<file path="src/rtl/core/edf_pkg.sv">
// Shared constants, codes and control types of the deadline task table.
package edf_pkg;

    localparam int ACTIVE_DEPTH_DEF  = 16;
    localparam int HISTORY_DEPTH_DEF = 5;

    localparam int ID_W   = 32;
    localparam int TICK_W = 32;
    localparam int PRI_W  = 5;
    localparam int WORD_W = ID_W + 2 * TICK_W;

    localparam logic [PRI_W-1:0] BASE_PRI_RESET = 5'd1;

    localparam logic [1:0] FUNC_CREATE = 2'd0;
    localparam logic [1:0] FUNC_DELETE = 2'd1;
    localparam logic [1:0] FUNC_QUERY  = 2'd2;

    localparam logic [1:0] ST_OK        = 2'd0;
    localparam logic [1:0] ST_NOT_FOUND = 2'd1;
    localparam logic [1:0] ST_FULL      = 2'd2;
    localparam logic [1:0] ST_EMPTY     = 2'd3;

    typedef struct packed {
        logic wr_word;
        logic wr_pri;
    } t_mem_ctl;

    function automatic logic [PRI_W-1:0] sat_dec(input logic [PRI_W-1:0] p);
        sat_dec = (p == '0) ? '0 : p - 1'b1;
    endfunction

endpackage

</file>
<file path="src/rtl/core/edf_deadline_task_table.sv">
// Top level: sequencer of the earliest-deadline-first task table.
//
// channel  | ports                                              | handshake
// ---------+----------------------------------------------------+-------------------
// request  | i_func i_task_id i_deadline i_time_now i_query_index | start & !busy
// result   | o_status o_priority_res o_entry_id o_entry_deadline  | o_done, one cycle
//          | o_entry_time o_moved_overdue o_active_count         |
// config   | i_cfg_data (baseline_priority)                     | i_cfg_valid & o_cfg_ready
//
// A request first retires overdue heads, each with a read and a check. A create
// then scans with a read and a check per entry passed and shifts with a read and
// a write per entry moved; a delete searches the same way, closes the gap with a
// read and a write per entry and fixes the priority of each entry ahead of the
// gap; a query reads one entry. All of it goes through the one port pair of the
// table memory. The strobe o_done rises in the cycle after the last step and busy
// falls with it. Reset is synchronous; table contents need no clearing.
module edf_deadline_task_table #(
    parameter int ACTIVE_DEPTH  = edf_pkg::ACTIVE_DEPTH_DEF,
    parameter int HISTORY_DEPTH = edf_pkg::HISTORY_DEPTH_DEF
) (
    input  logic        i_clk,
    input  logic        i_rst_n,
    input  logic        start,
    output logic        busy,
    input  logic [1:0]  i_func,
    input  logic [31:0] i_task_id,
    input  logic [31:0] i_deadline,
    input  logic [31:0] i_time_now,
    input  logic [3:0]  i_query_index,
    output logic        o_done,
    output logic [1:0]  o_status,
    output logic [4:0]  o_priority_res,
    output logic [31:0] o_entry_id,
    output logic [31:0] o_entry_deadline,
    output logic [31:0] o_entry_time,
    output logic [4:0]  o_moved_overdue,
    output logic [4:0]  o_active_count,
    input  logic        i_cfg_valid,
    output logic        o_cfg_ready,
    input  logic [4:0]  i_cfg_data
);

    localparam int AW = $clog2(ACTIVE_DEPTH);
    localparam int CW = $clog2(ACTIVE_DEPTH + 1);
    localparam int SW = CW + 1;
    localparam int QW = (CW > 4) ? CW : 4;
    localparam int PW = edf_pkg::PRI_W;
    localparam int WW = edf_pkg::WORD_W;

    typedef enum logic [3:0] {
        S_IDLE, S_OD_RD, S_OD_CHK, S_OP, S_SC_RD, S_SC_CHK, S_SH_RD, S_SH_WR,
        S_FD_RD, S_FD_CHK, S_RM_RD, S_RM_WR, S_PD, S_Q_RD, S_Q_CHK
    } t_state;

    t_state          r_state;
    logic [CW-1:0]   r_len, r_k, r_pos, r_moved;
    logic [AW-1:0]   r_head;
    logic [PW-1:0]   r_base, r_p, r_hpri;
    logic [1:0]      r_func;
    logic [31:0]     r_id, r_dl, r_now, r_edl;
    logic [3:0]      r_qidx;

    logic            r_valid;
    logic [1:0]      r_status;
    logic [4:0]      r_prio_o, r_moved_o, r_count_o;
    logic [31:0]     r_id_o, r_dl_o, r_time_o;

    logic [CW-1:0]   rd_log;
    logic [AW-1:0]   raddr, waddr;
    edf_pkg::t_mem_ctl mem_ctl;
    logic [WW-1:0]   wword, rword;
    logic [PW-1:0]   wpri, rpri, p_dec;
    logic [31:0]     rd_id, rd_dl, rd_rel;
    logic            od_push, done_push;

    function automatic logic [AW-1:0] phys(input logic [CW-1:0] k, input logic [AW-1:0] h);
        logic [SW-1:0] s;
        s = SW'(h) + SW'(k);
        if (s >= SW'(ACTIVE_DEPTH)) begin
            s = s - SW'(ACTIVE_DEPTH);
        end
        phys = s[AW-1:0];
    endfunction

    assign rd_id  = rword[WW-1 -: 32];
    assign rd_dl  = rword[63:32];
    assign rd_rel = rword[31:0];
    assign p_dec  = edf_pkg::sat_dec(r_p);

    always_comb begin
        rd_log = r_k;
        if (r_state == S_SH_RD && r_k != '0) begin
            rd_log = r_k - 1'b1;
        end else if (r_state == S_RM_RD) begin
            rd_log = r_k + 1'b1;
        end
    end

    assign raddr = phys(rd_log, r_head);
    assign waddr = phys(r_k, r_head);

    always_comb begin
        mem_ctl = '0;
        wword   = rword;
        wpri    = rpri;
        unique case (r_state)
            S_SH_RD: begin
                if (r_k == r_pos) begin
                    mem_ctl = '{wr_word: 1'b1, wr_pri: 1'b1};
                    wword   = {r_id, r_dl, r_now};
                    wpri    = r_p;
                end
            end
            S_SH_WR, S_RM_WR: mem_ctl = '{wr_word: 1'b1, wr_pri: 1'b1};
            S_PD: begin
                if (r_k != r_pos) begin
                    mem_ctl.wr_pri = 1'b1;
                    wpri           = p_dec;
                end
            end
            default: ;
        endcase
    end

    assign od_push   = (r_state == S_OD_CHK) && (r_now >= rd_dl);
    assign done_push = (r_state == S_FD_CHK) && (rd_id == r_id);

    edf_mem #(.DEPTH(ACTIVE_DEPTH), .AW(AW)) u_mem (
        .i_clk   (i_clk),
        .i_raddr (raddr),
        .i_waddr (waddr),
        .i_ctl   (mem_ctl),
        .i_wword (wword),
        .i_wpri  (wpri),
        .o_rword (rword),
        .o_rpri  (rpri)
    );

    edf_hist #(.DEPTH(HISTORY_DEPTH)) u_od_hist (
        .i_clk   (i_clk),
        .i_rst_n (i_rst_n),
        .i_push  (od_push),
        .i_id    (rd_id),
        .i_time  (32'd0)
    );

    edf_hist #(.DEPTH(HISTORY_DEPTH)) u_done_hist (
        .i_clk   (i_clk),
        .i_rst_n (i_rst_n),
        .i_push  (done_push),
        .i_id    (r_id),
        .i_time  (r_now - 32'd1)
    );

    always_ff @(posedge i_clk) begin
        if (!i_rst_n) begin
            r_state <= S_IDLE;
            r_len   <= '0;
            r_head  <= '0;
            r_base  <= edf_pkg::BASE_PRI_RESET;
            r_valid <= 1'b0;
        end else begin
            r_valid <= 1'b0;
            if (i_cfg_valid) begin
                r_base <= i_cfg_data;
            end
            unique case (r_state)
                S_IDLE: begin
                    if (start) begin
                        r_func  <= i_func;
                        r_id    <= i_task_id;
                        r_dl    <= i_deadline;
                        r_now   <= i_time_now;
                        r_qidx  <= i_query_index;
                        r_moved <= '0;
                        // point the first head read at position zero
                        r_k     <= '0;
                        r_state <= S_OD_RD;
                    end
                end
                S_OD_RD: begin
                    r_k     <= '0;
                    r_state <= (r_len == '0) ? S_OP : S_OD_CHK;
                end
                S_OD_CHK: begin
                    if (od_push) begin
                        // retire the head
                        r_head  <= (r_head == AW'(ACTIVE_DEPTH - 1)) ? '0 : r_head + 1'b1;
                        r_len   <= r_len - 1'b1;
                        r_moved <= r_moved + 1'b1;
                        r_state <= S_OD_RD;
                    end else begin
                        r_hpri  <= rpri;
                        r_state <= S_OP;
                    end
                end
                S_OP: begin
                    r_k <= '0;
                    r_status  <= edf_pkg::ST_OK;
                    r_prio_o  <= '0;
                    r_id_o    <= '0;
                    r_dl_o    <= '0;
                    r_time_o  <= '0;
                    r_moved_o <= 5'(r_moved);
                    r_count_o <= 5'(r_len);
                    case (r_func)
                        edf_pkg::FUNC_CREATE: begin
                            if (r_len == CW'(ACTIVE_DEPTH)) begin
                                r_status <= edf_pkg::ST_FULL;
                                r_valid  <= 1'b1;
                                r_state  <= S_IDLE;
                            end else begin
                                r_p     <= (r_len != '0) ? r_hpri : r_base;
                                r_state <= S_SC_RD;
                            end
                        end
                        edf_pkg::FUNC_DELETE: r_state <= S_FD_RD;
                        edf_pkg::FUNC_QUERY: begin
                            if (QW'(r_qidx) >= QW'(r_len)) begin
                                r_status <= edf_pkg::ST_EMPTY;
                                r_valid  <= 1'b1;
                                r_state  <= S_IDLE;
                            end else begin
                                r_k     <= CW'(r_qidx);
                                r_state <= S_Q_RD;
                            end
                        end
                        default: begin
                            r_valid <= 1'b1;
                            r_state <= S_IDLE;
                        end
                    endcase
                end
                S_SC_RD: begin
                    if (r_k == r_len) begin
                        r_pos   <= r_k;
                        r_state <= S_SH_RD;
                    end else begin
                        r_state <= S_SC_CHK;
                    end
                end
                S_SC_CHK: begin
                    if (r_dl >= rd_dl) begin
                        r_p     <= p_dec;
                        r_k     <= r_k + 1'b1;
                        r_state <= S_SC_RD;
                    end else begin
                        r_pos   <= r_k;
                        r_k     <= r_len;
                        r_state <= S_SH_RD;
                    end
                end
                S_SH_RD: begin
                    if (r_k == r_pos) begin
                        r_len     <= r_len + 1'b1;
                        r_count_o <= 5'(r_len + 1'b1);
                        r_prio_o  <= r_p;
                        r_id_o    <= r_id;
                        r_dl_o    <= r_dl;
                        r_time_o  <= r_now;
                        r_valid   <= 1'b1;
                        r_state   <= S_IDLE;
                    end else begin
                        r_state <= S_SH_WR;
                    end
                end
                S_SH_WR: begin
                    r_k     <= r_k - 1'b1;
                    r_state <= S_SH_RD;
                end
                S_FD_RD: begin
                    if (r_k == r_len) begin
                        r_status <= edf_pkg::ST_NOT_FOUND;
                        r_valid  <= 1'b1;
                        r_state  <= S_IDLE;
                    end else begin
                        r_state <= S_FD_CHK;
                    end
                end
                S_FD_CHK: begin
                    if (done_push) begin
                        r_pos   <= r_k;
                        r_edl   <= rd_dl;
                        r_state <= S_RM_RD;
                    end else begin
                        r_k     <= r_k + 1'b1;
                        r_state <= S_FD_RD;
                    end
                end
                S_RM_RD: begin
                    if (r_k + 1'b1 == r_len) begin
                        r_len     <= r_len - 1'b1;
                        r_count_o <= 5'(r_len - 1'b1);
                        r_p       <= r_hpri;
                        r_k       <= '0;
                        r_state   <= S_PD;
                    end else begin
                        r_state <= S_RM_WR;
                    end
                end
                S_RM_WR: begin
                    r_k     <= r_k + 1'b1;
                    r_state <= S_RM_RD;
                end
                S_PD: begin
                    if (r_k == r_pos) begin
                        r_id_o   <= r_id;
                        r_dl_o   <= r_edl;
                        r_time_o <= r_now - 32'd1;
                        r_valid  <= 1'b1;
                        r_state  <= S_IDLE;
                    end else begin
                        r_p     <= p_dec;
                        r_k     <= r_k + 1'b1;
                    end
                end
                S_Q_RD: r_state <= S_Q_CHK;
                S_Q_CHK: begin
                    r_prio_o <= rpri;
                    r_id_o   <= rd_id;
                    r_dl_o   <= rd_dl;
                    r_time_o <= rd_rel;
                    r_valid  <= 1'b1;
                    r_state  <= S_IDLE;
                end
                default: r_state <= S_IDLE;
            endcase
        end
    end

    assign busy             = (r_state != S_IDLE);
    assign o_cfg_ready      = 1'b1;
    assign o_done           = r_valid;
    assign o_status         = r_status;
    assign o_priority_res   = r_prio_o;
    assign o_entry_id       = r_id_o;
    assign o_entry_deadline = r_dl_o;
    assign o_entry_time     = r_time_o;
    assign o_moved_overdue  = r_moved_o;
    assign o_active_count   = r_count_o;

endmodule

</file>
<file path="src/rtl/core/edf_mem.sv">
// Active table storage: entry word memory and priority memory, registered read.
module edf_mem #(
    parameter int DEPTH = edf_pkg::ACTIVE_DEPTH_DEF,
    parameter int AW    = $clog2(DEPTH)
) (
    input  logic                      i_clk,
    input  logic [AW-1:0]             i_raddr,
    input  logic [AW-1:0]             i_waddr,
    input  edf_pkg::t_mem_ctl         i_ctl,
    input  logic [edf_pkg::WORD_W-1:0] i_wword,
    input  logic [edf_pkg::PRI_W-1:0] i_wpri,
    output logic [edf_pkg::WORD_W-1:0] o_rword,
    output logic [edf_pkg::PRI_W-1:0] o_rpri
);

    logic [edf_pkg::WORD_W-1:0] r_word_mem [DEPTH];
    logic [edf_pkg::PRI_W-1:0]  r_pri_mem  [DEPTH];

    always_ff @(posedge i_clk) begin
        if (i_ctl.wr_word) begin
            r_word_mem[i_waddr] <= i_wword;
        end
        if (i_ctl.wr_pri) begin
            r_pri_mem[i_waddr] <= i_wpri;
        end
        o_rword <= r_word_mem[i_raddr];
        o_rpri  <= r_pri_mem[i_raddr];
    end

endmodule

</file>
<file path="src/rtl/core/edf_hist.sv">
// History line of retired ids and times; drops the oldest entry when full.
module edf_hist #(
    parameter int DEPTH = edf_pkg::HISTORY_DEPTH_DEF
) (
    input  logic                       i_clk,
    input  logic                       i_rst_n,
    input  logic                       i_push,
    input  logic [edf_pkg::ID_W-1:0]   i_id,
    input  logic [edf_pkg::TICK_W-1:0] i_time
);

    localparam int LW = $clog2(DEPTH + 1);

    logic [edf_pkg::ID_W-1:0]   r_ids   [DEPTH];
    logic [edf_pkg::TICK_W-1:0] r_times [DEPTH];
    logic [LW-1:0]              r_len;
    logic                       full;

    assign full = (r_len == LW'(DEPTH));

    always_ff @(posedge i_clk) begin
        if (!i_rst_n) begin
            r_len <= '0;
        end else if (i_push && !full) begin
            r_len <= r_len + 1'b1;
        end
    end

    always_ff @(posedge i_clk) begin
        if (i_push) begin
            for (int j = 0; j < DEPTH; j++) begin
                if (full) begin
                    // drop the oldest, append at the end
                    if (j == DEPTH - 1) begin
                        r_ids[j]   <= i_id;
                        r_times[j] <= i_time;
                    end else begin
                        r_ids[j]   <= r_ids[j+1];
                        r_times[j] <= r_times[j+1];
                    end
                end else if (LW'(j) == r_len) begin
                    r_ids[j]   <= i_id;
                    r_times[j] <= i_time;
                end
            end
        end
    end

endmodule

</file>
<file path="config.mk">
export PLATFORM = sky130hd
export DESIGN_NAME = edf_deadline_task_table
export DESIGN_NICKNAME = d
export VERILOG_FILES = /design/src/rtl/core/edf_pkg.sv /design/src/rtl/core/edf_deadline_task_table.sv /design/src/rtl/core/edf_mem.sv /design/src/rtl/core/edf_hist.sv
export SDC_FILE = /design/constraint.sdc
export NUM_CORES = 2
export LEC_CHECK = 0
export ABC_AREA = 0
export BUFFER_PORTS_ARGS = -buffer_cell sky130_fd_sc_hd__buf_2
export CORE_MARGIN = 2
export CORE_UTILIZATION = 56
export CTS_CLUSTER_DIAMETER = 50
export CTS_CLUSTER_SIZE = 24
export DETAILED_ROUTE_END_ITERATION = 8
export GPL_TIMING_DRIVEN = 1
export PLACE_DENSITY = 0.87
export SLEW_MARGIN = 20
export SYNTH_ARGS = -nofsm -noshare
export SYNTH_HDL_FRONTEND = slang
export SYNTH_SLANG_ARGS = --single-unit
</file>
<file path="constraint.sdc">
create_clock -name i_clk -period 6.05 [get_ports i_clk]
set_input_delay 1.5125 -clock i_clk [delete_from_list [all_inputs] [get_ports i_clk]]
set_output_delay 1.5125 -clock i_clk [all_outputs]
set_load 0.005 [all_outputs]
</file>
## Yosys cells after proc, flatten, opt, wreduce, memory -nomap -nowiden

Memory sizes are Yosys's and may differ from the RTL's. A register that Yosys moved wholly into a read port is not among the register bits.
Index checks and enable logic that the tools add are counted.

- Memories kept: 2
- Logic and storage cells: 199
- Output and inout bits: 116
- RAM bits: 1,616
- Bits in registers: 291
- Bits of input ports: 111

Memory list:

| memory | depth | bits a word | rd ports | clocked after memory_dff | wr ports | line | source |
|---|---|---|---|---|---|---|---|
| u_mem.r_word_mem | 16 | 96 | 1 | 1 | 1 | edf_mem.sv:16 | `logic [edf_pkg::WORD_W-1:0] r_word_mem [DEPTH];` |
| u_mem.r_pri_mem | 16 | 5 | 1 | 1 | 1 | edf_mem.sv:17 | `logic [edf_pkg::PRI_W-1:0] r_pri_mem [DEPTH];` |

- Add/sub/neg operators: 12
- Reductions and logical operators: 38
- Magnitude comparators: 5
- Muxes and demuxes: 80
- Bitwise logic cells: 1
- Eq/ne operators: 38

Operators by type and width:

| cell | number |
|---|---|
| case mux 32 bit (4 select lines) | 2 |
| 2-to-1 mux 96 bit | 2 |
| 2-to-1 mux 32 bit | 5 |
| 2-to-1 mux 5 bit | 24 |
| case mux 32 bit (3 select lines) | 1 |
| >= comparator 32 bit | 2 |
| case mux 5 bit (3 select lines) | 4 |
| case mux 4 bit (14 select lines) | 1 |
| case mux 5 bit (9 select lines) | 1 |
| 2-to-1 mux 4 bit | 9 |
| equality test 32 bit | 1 |
| equality test 4 bit (second input constant) | 8 |
| subtractor 32 x 1 -> 32 bit (second input constant) | 1 |
| inequality test 2 bit (second input constant) | 11 |
| case mux 5 bit (2 select lines) | 2 |
| case mux 5 bit (4 select lines) | 1 |
| AND reduction 3 bit | 6 |
| equality test 4 x 3 -> 1 bit (second input constant) | 4 |
| 2-to-1 mux 2 bit | 8 |
| AND reduction 4 bit | 4 |
| adder 5 x 1 -> 5 bit (second input constant) | 3 |
| equality test 5 bit | 3 |
| nonzero test 3 bit | 5 |
| subtractor 5 x 1 -> 5 bit (second input constant) | 3 |
| 33 further kinds | 63 |

## Longest topological paths before layout

- Depth after elaboration: 6
- Mapped depth: 15
- Depth with buffers taken out: 11

## By module

From an unflattened synthesis, not the netlist that was laid out.

- Cell total of the unflattened synthesis: 3,981
- Area total of the unflattened synthesis: 78,208.8 um^2

By module, submodules not included:

| module | instances | seq. area each (um^2) | area an instance (um^2) | cells each |
|---|---|---|---|---|
| edf_mem | 1 | 50,548.5 | 62,563.8 | 2,610 |
| edf_deadline_task_table | 1 | 8,548.2 | 15,645.0 | 1,371 |

## Least setup slack after synthesis

No wires, ideal clock.

- Path kind: input to register
- Start: input i_rst_n
- End: register r_dl[0] (enable)
- Path buffers: 0
- Arrival: 5,831 ps
- Stages on the path: 2
- Required time: 5,486 ps
- Setup time: 564 ps
- Path slack: -345 ps
- Cell sequence: nand2_1 nor2_1

- Longest elaborated chain between the ends: 1

Ends and longest elaborated chain:

| item | line | source |
|---|---|---|
| start: declaration | edf_deadline_task_table.sv:22 | `input logic i_rst_n,` |
| AND reduction 3 bit (no line) | -- |  |
| end signal: assignment | edf_deadline_task_table.sv:172 | `r_dl <= i_deadline;` |
| end: declaration | edf_deadline_task_table.sv:60 | `logic [31:0] r_id, r_dl, r_now, r_edl;` |

Every way passes these cells.
A chain may end at the register's enable or synchronous reset.

## Worst setup path after layout

- Start: register r_state[2]
- End: register u_mem.o_rword[69] in the netlist's numbering (read register of u_mem.r_word_mem)

- Longest elaborated chain between the ends: 6
- Elaborated cells on any way between the ends: 9
- Those cells by class: 2 x add/sub; 1 x order compare; 2 x eq/ne; 3 x mux; 1 x reduce/logical

Ends and longest elaborated chain:

| item | line | source |
|---|---|---|
| start: declaration | edf_deadline_task_table.sv:55 | `t_state r_state;` |
| start signal: assignment | edf_deadline_task_table.sv:183 | `r_state <= (r_len == '0) ? S_OP : S_OD_CHK;` |
| equality test 4 bit or equality test 4 x 3 -> 1 bit (tied branches) | edf_deadline_task_table.sv:94, edf_deadline_task_table.sv:92 |  |
| 2-to-1 mux 5 bit or logical AND 1 bit (tied branches) | edf_deadline_task_table.sv:94, edf_deadline_task_table.sv:92 |  |
| 2-to-1 mux 5 bit (*) | edf_deadline_task_table.sv:92 | `if (r_state == S_SH_RD && r_k != '0) begin` |
| adder 4 x 5 -> 6 bit (*) | edf_deadline_task_table.sv:78 | `s = SW'(h) + SW'(k);` |
| >= comparator 6 x 5 -> 1 bit or subtractor 4 x 1 -> 4 bit (tied branches) | edf_deadline_task_table.sv:79, edf_deadline_task_table.sv:80 |  |
| 2-to-1 mux 4 bit (*) | edf_deadline_task_table.sv:79 | `if (s >= SW'(ACTIVE_DEPTH)) begin` |
| end: declaration | edf_mem.sv:12 | `output logic [edf_pkg::WORD_W-1:0] o_rword,` |

Mark *: on every way between the ends. The rest lies on a longest branch, timed or not.

==> flow_summary.toml <==
[outcome]
status = "completed"

[sta]
setup_ws_ns = 1.10
fmax_ghz = 0.202
tns_ns = 0
rsz0062_at_grt = "false"
setup_viol = 0
post-route-period-util_pct = 81.9
tightestPinTransition_ns = 1.25
relSlewSlack_pct = 16.0
report.final.slew_viol_count = 0
hold_viol = 0
clock_skew_ns = 0.0411
period_needed_ns = 4.95
holdWs_ns = 0.475

[power]
intPower_mw = 24.0
p_leak_nw = 28.4
clkPwrFrac_pct = 31.2
p_per_area_nw_per_um2 = 375
p_switching_mw = 9.08
seq_power_share_pct = 52.2
p_sw_share_pct = 27.4
ir_drop_mv = 0.351
p_comb_share_pct = 16.6

[die]
die_h_um = 379
dieArea_um2 = 143000
fp.dieW_um = 379
core_um2 = 139000
initial_core_util_pct = 56.4
io_pins = 227
rows = 137

[logic_synthesis]
yosys_warnings = 0
ys.flop_type = "edfxtp_1"
seq_area_frac_synth_pct = 75.2
ys_ff_latch = 2008
netlist_area_um2 = 78600
async_reset_ff_share_pct = 0
synthDistinctLibCells = 88
synth_edf_count = 1888
syn-instance-count = 3783
syn_nets = 3979
syn_avg_cell_area_um2 = 20.8

[route]
wl_mm = 215
vias_per_cell = 7.08
ant_nets = 0
wire_per_inst_um = 35.3
drt-pass1-iter-count = 9
via_count = 43202
drt_first_iter_violations = 8148
drc = 0

[min_path]
min_to = "r_edl[1]"
hold_class = "flop to flop"
worstHoldPathCells = 0
worstHoldStart = "u_mem.o_rword[33]"

[worst_setup_path]
crit_fanout = 80
r2r_cells = 10
r2r_start = "r_state[2]"
start_kind = "flop"
reg2reg_slack_ns = 1.10
cp-end-kind = "flop"
worstPathRequired_ns = 6.72
crit_type = "flop to flop"
arrival_ns = 5.63
worstReg2RegEnd = "u_mem.o_rword[69]"

[clocking]
cts_made_buffers = 136
root_buffer = "clkbuf_16"
post_cts_buffers = 0
clk_pin_slew_ns = 0.09
cts_resized = 0
clockBufferDepth = 3
postCtsHoldBufs = 0
cts_tree = "built"
clock_latency_ns = 0.82
cts.sinks = 2008
htreeDepth = 4

[global_routing]
met1_usage_pct = 38.0
grt_max_degree = 91
grt.busiest_layer = "met2"
grt_use_met3_pct = 9.13
grt_pass1_vias = 43355
grt_pass1_wl_mm = 304
grtUsageMet2_pct = 47.4
overflow = 0
grt.total_usage_pct = 30.1
antenna_found_initial = 12

[placement]
placed_area_um2 = 83300
portBuffers = 225
place_ws_ns = 1.25
routabilityCongestion = 0.918
post-dp-hpwl_mm = 120

[cells_and_area]
fin_area_um2 = 88300
final_cell_mix = "edfxtp_1 (1,888), mux4_2 (505), buf_2 (225), nand2_1 (179), clkbuf_16 (138)"
layout_commonest_cell = "edfxtp_1"
areaGrowthSynthToFinish_pct = 12.3
drive_gt1_share_pct = 29.3
fillers = 8480
layout.nets = 4300
utilization_pct = 63.4

[run]
cap_violations = 0
[synth_stat cells (all sizes together), types with 22 or more instances]
cell	count	area, um^2
o21ai	90	450
a22o	37	324
nor3	40	210
clkbuf	142	534
a21oi	58	290
a221o	29	290
nor2	119	447
edfxtp	1888	56700
ha	83	1040
nand2	180	683
dfxtp	120	2400
xor2	37	324
mux2	65	732
inv	49	184
a22oi	40	300
mux4	505	11400
xnor2	35	314
buf	44	293
nand3	22	115
[flip-flops by register name, indices dropped and copies added, names as in the netlist, 32 cells and up]
signal	count
u_mem.r_word_mem	1536
u_mem.o_rword	96
u_mem.r_pri_mem	80
o_entry_deadline	32
o_entry_id	32
o_entry_time	32
r_dl	32
r_edl	32
r_id	32
r_now	32
[metal layers]
metal  vias up  part of all wire [%]
li1      16332                     -
met1     21771                    32
met2      4282                    48
met3       801                    15
met4        16                   5.7
met5         -                 0.051
[area by class of cell]
class	instances	area (um^2)	share of cell area [%]
timing repair buffer	369	2940	3.33
tap	1876	2350	2.66
multi-input combinational	1538	18700	21.2
antenna	3	7.51	0.00850
inverter	51	191	0.217
clock buffer	145	3510	3.98
sequential	2008	59100	66.9
clock inverter	109	1480	1.68
[worst max-delay path by stage]
stage	start	depth (start not counted)	slack, ns	endpoint
3_5_place_dp	r_state[1]	10	1.25	u_mem.o_rword[36]
5_1_grt	r_state[2]	10	0.97	u_mem.o_rword[63]
3_3_place_gp	r_state[2]	10	1.38	u_mem.o_rword[67]
6_report	r_state[2]	10	1.10	u_mem.o_rword[69]
4_1_cts	r_state[1]	11	1.21	u_mem.o_rword[24]
2_1_floorplan	r_k[1]	8	-0.22	u_mem.r_word_mem[9][0]
[power by group through the flow]
stage          registers (mW)  clock network (mW)  logic (mW)
2_1_floorplan            17.3                   0        3.57
3_3_place_gp             17.5                   0        4.89
3_5_place_dp             17.5                   0        5.23
4_1_cts                  17.2                10.4        5.37
5_1_grt                  17.3                10.8        5.76
6_report                 17.3                10.3        5.49
[worst max-delay path: stages (launching register included)]
cell and delay (ns):
dfxtp_1 0.85, nor2b_1 0.58, nand2_4 0.11, a31oi_4 0.24
nor2_1 0.11, xnor2_1 0.19, ha_4 0.21, fa_4 1.07
buf_12 0.45, mux4_2 0.42, mux4_2 0.50
[cell families (layout without fill, tap and decap cells)]
family | Yosys count | after routing | share of synthesized area (%)
flip-flops | 2008 | 2008 | 75.2
multiplexers | 579 | 579 | 15.5
AND/OR/NAND/NOR | 460 | 460 | 2.77
AO/OA/AOI/OAI | 340 | 340 | 3.03
buffers and inverters | 237 | 674 | 1.30
adder cells (fa/ha/maj) | 86 | 86 | 1.38
XOR/XNOR | 72 | 72 | 0.812
other | 1 | 4 | 0.00477
[through the flow]
step | instances | power [mW]
floorplan | 3783 | 20.9
global placement | 5839 | 22.4
detailed placement | 5841 | 22.8
CTS | 6095 | 33.0
global route | 6096 | 33.9
finish | 6099 | 33.1
Note: power is estimated with default switching activity, not from simulation.
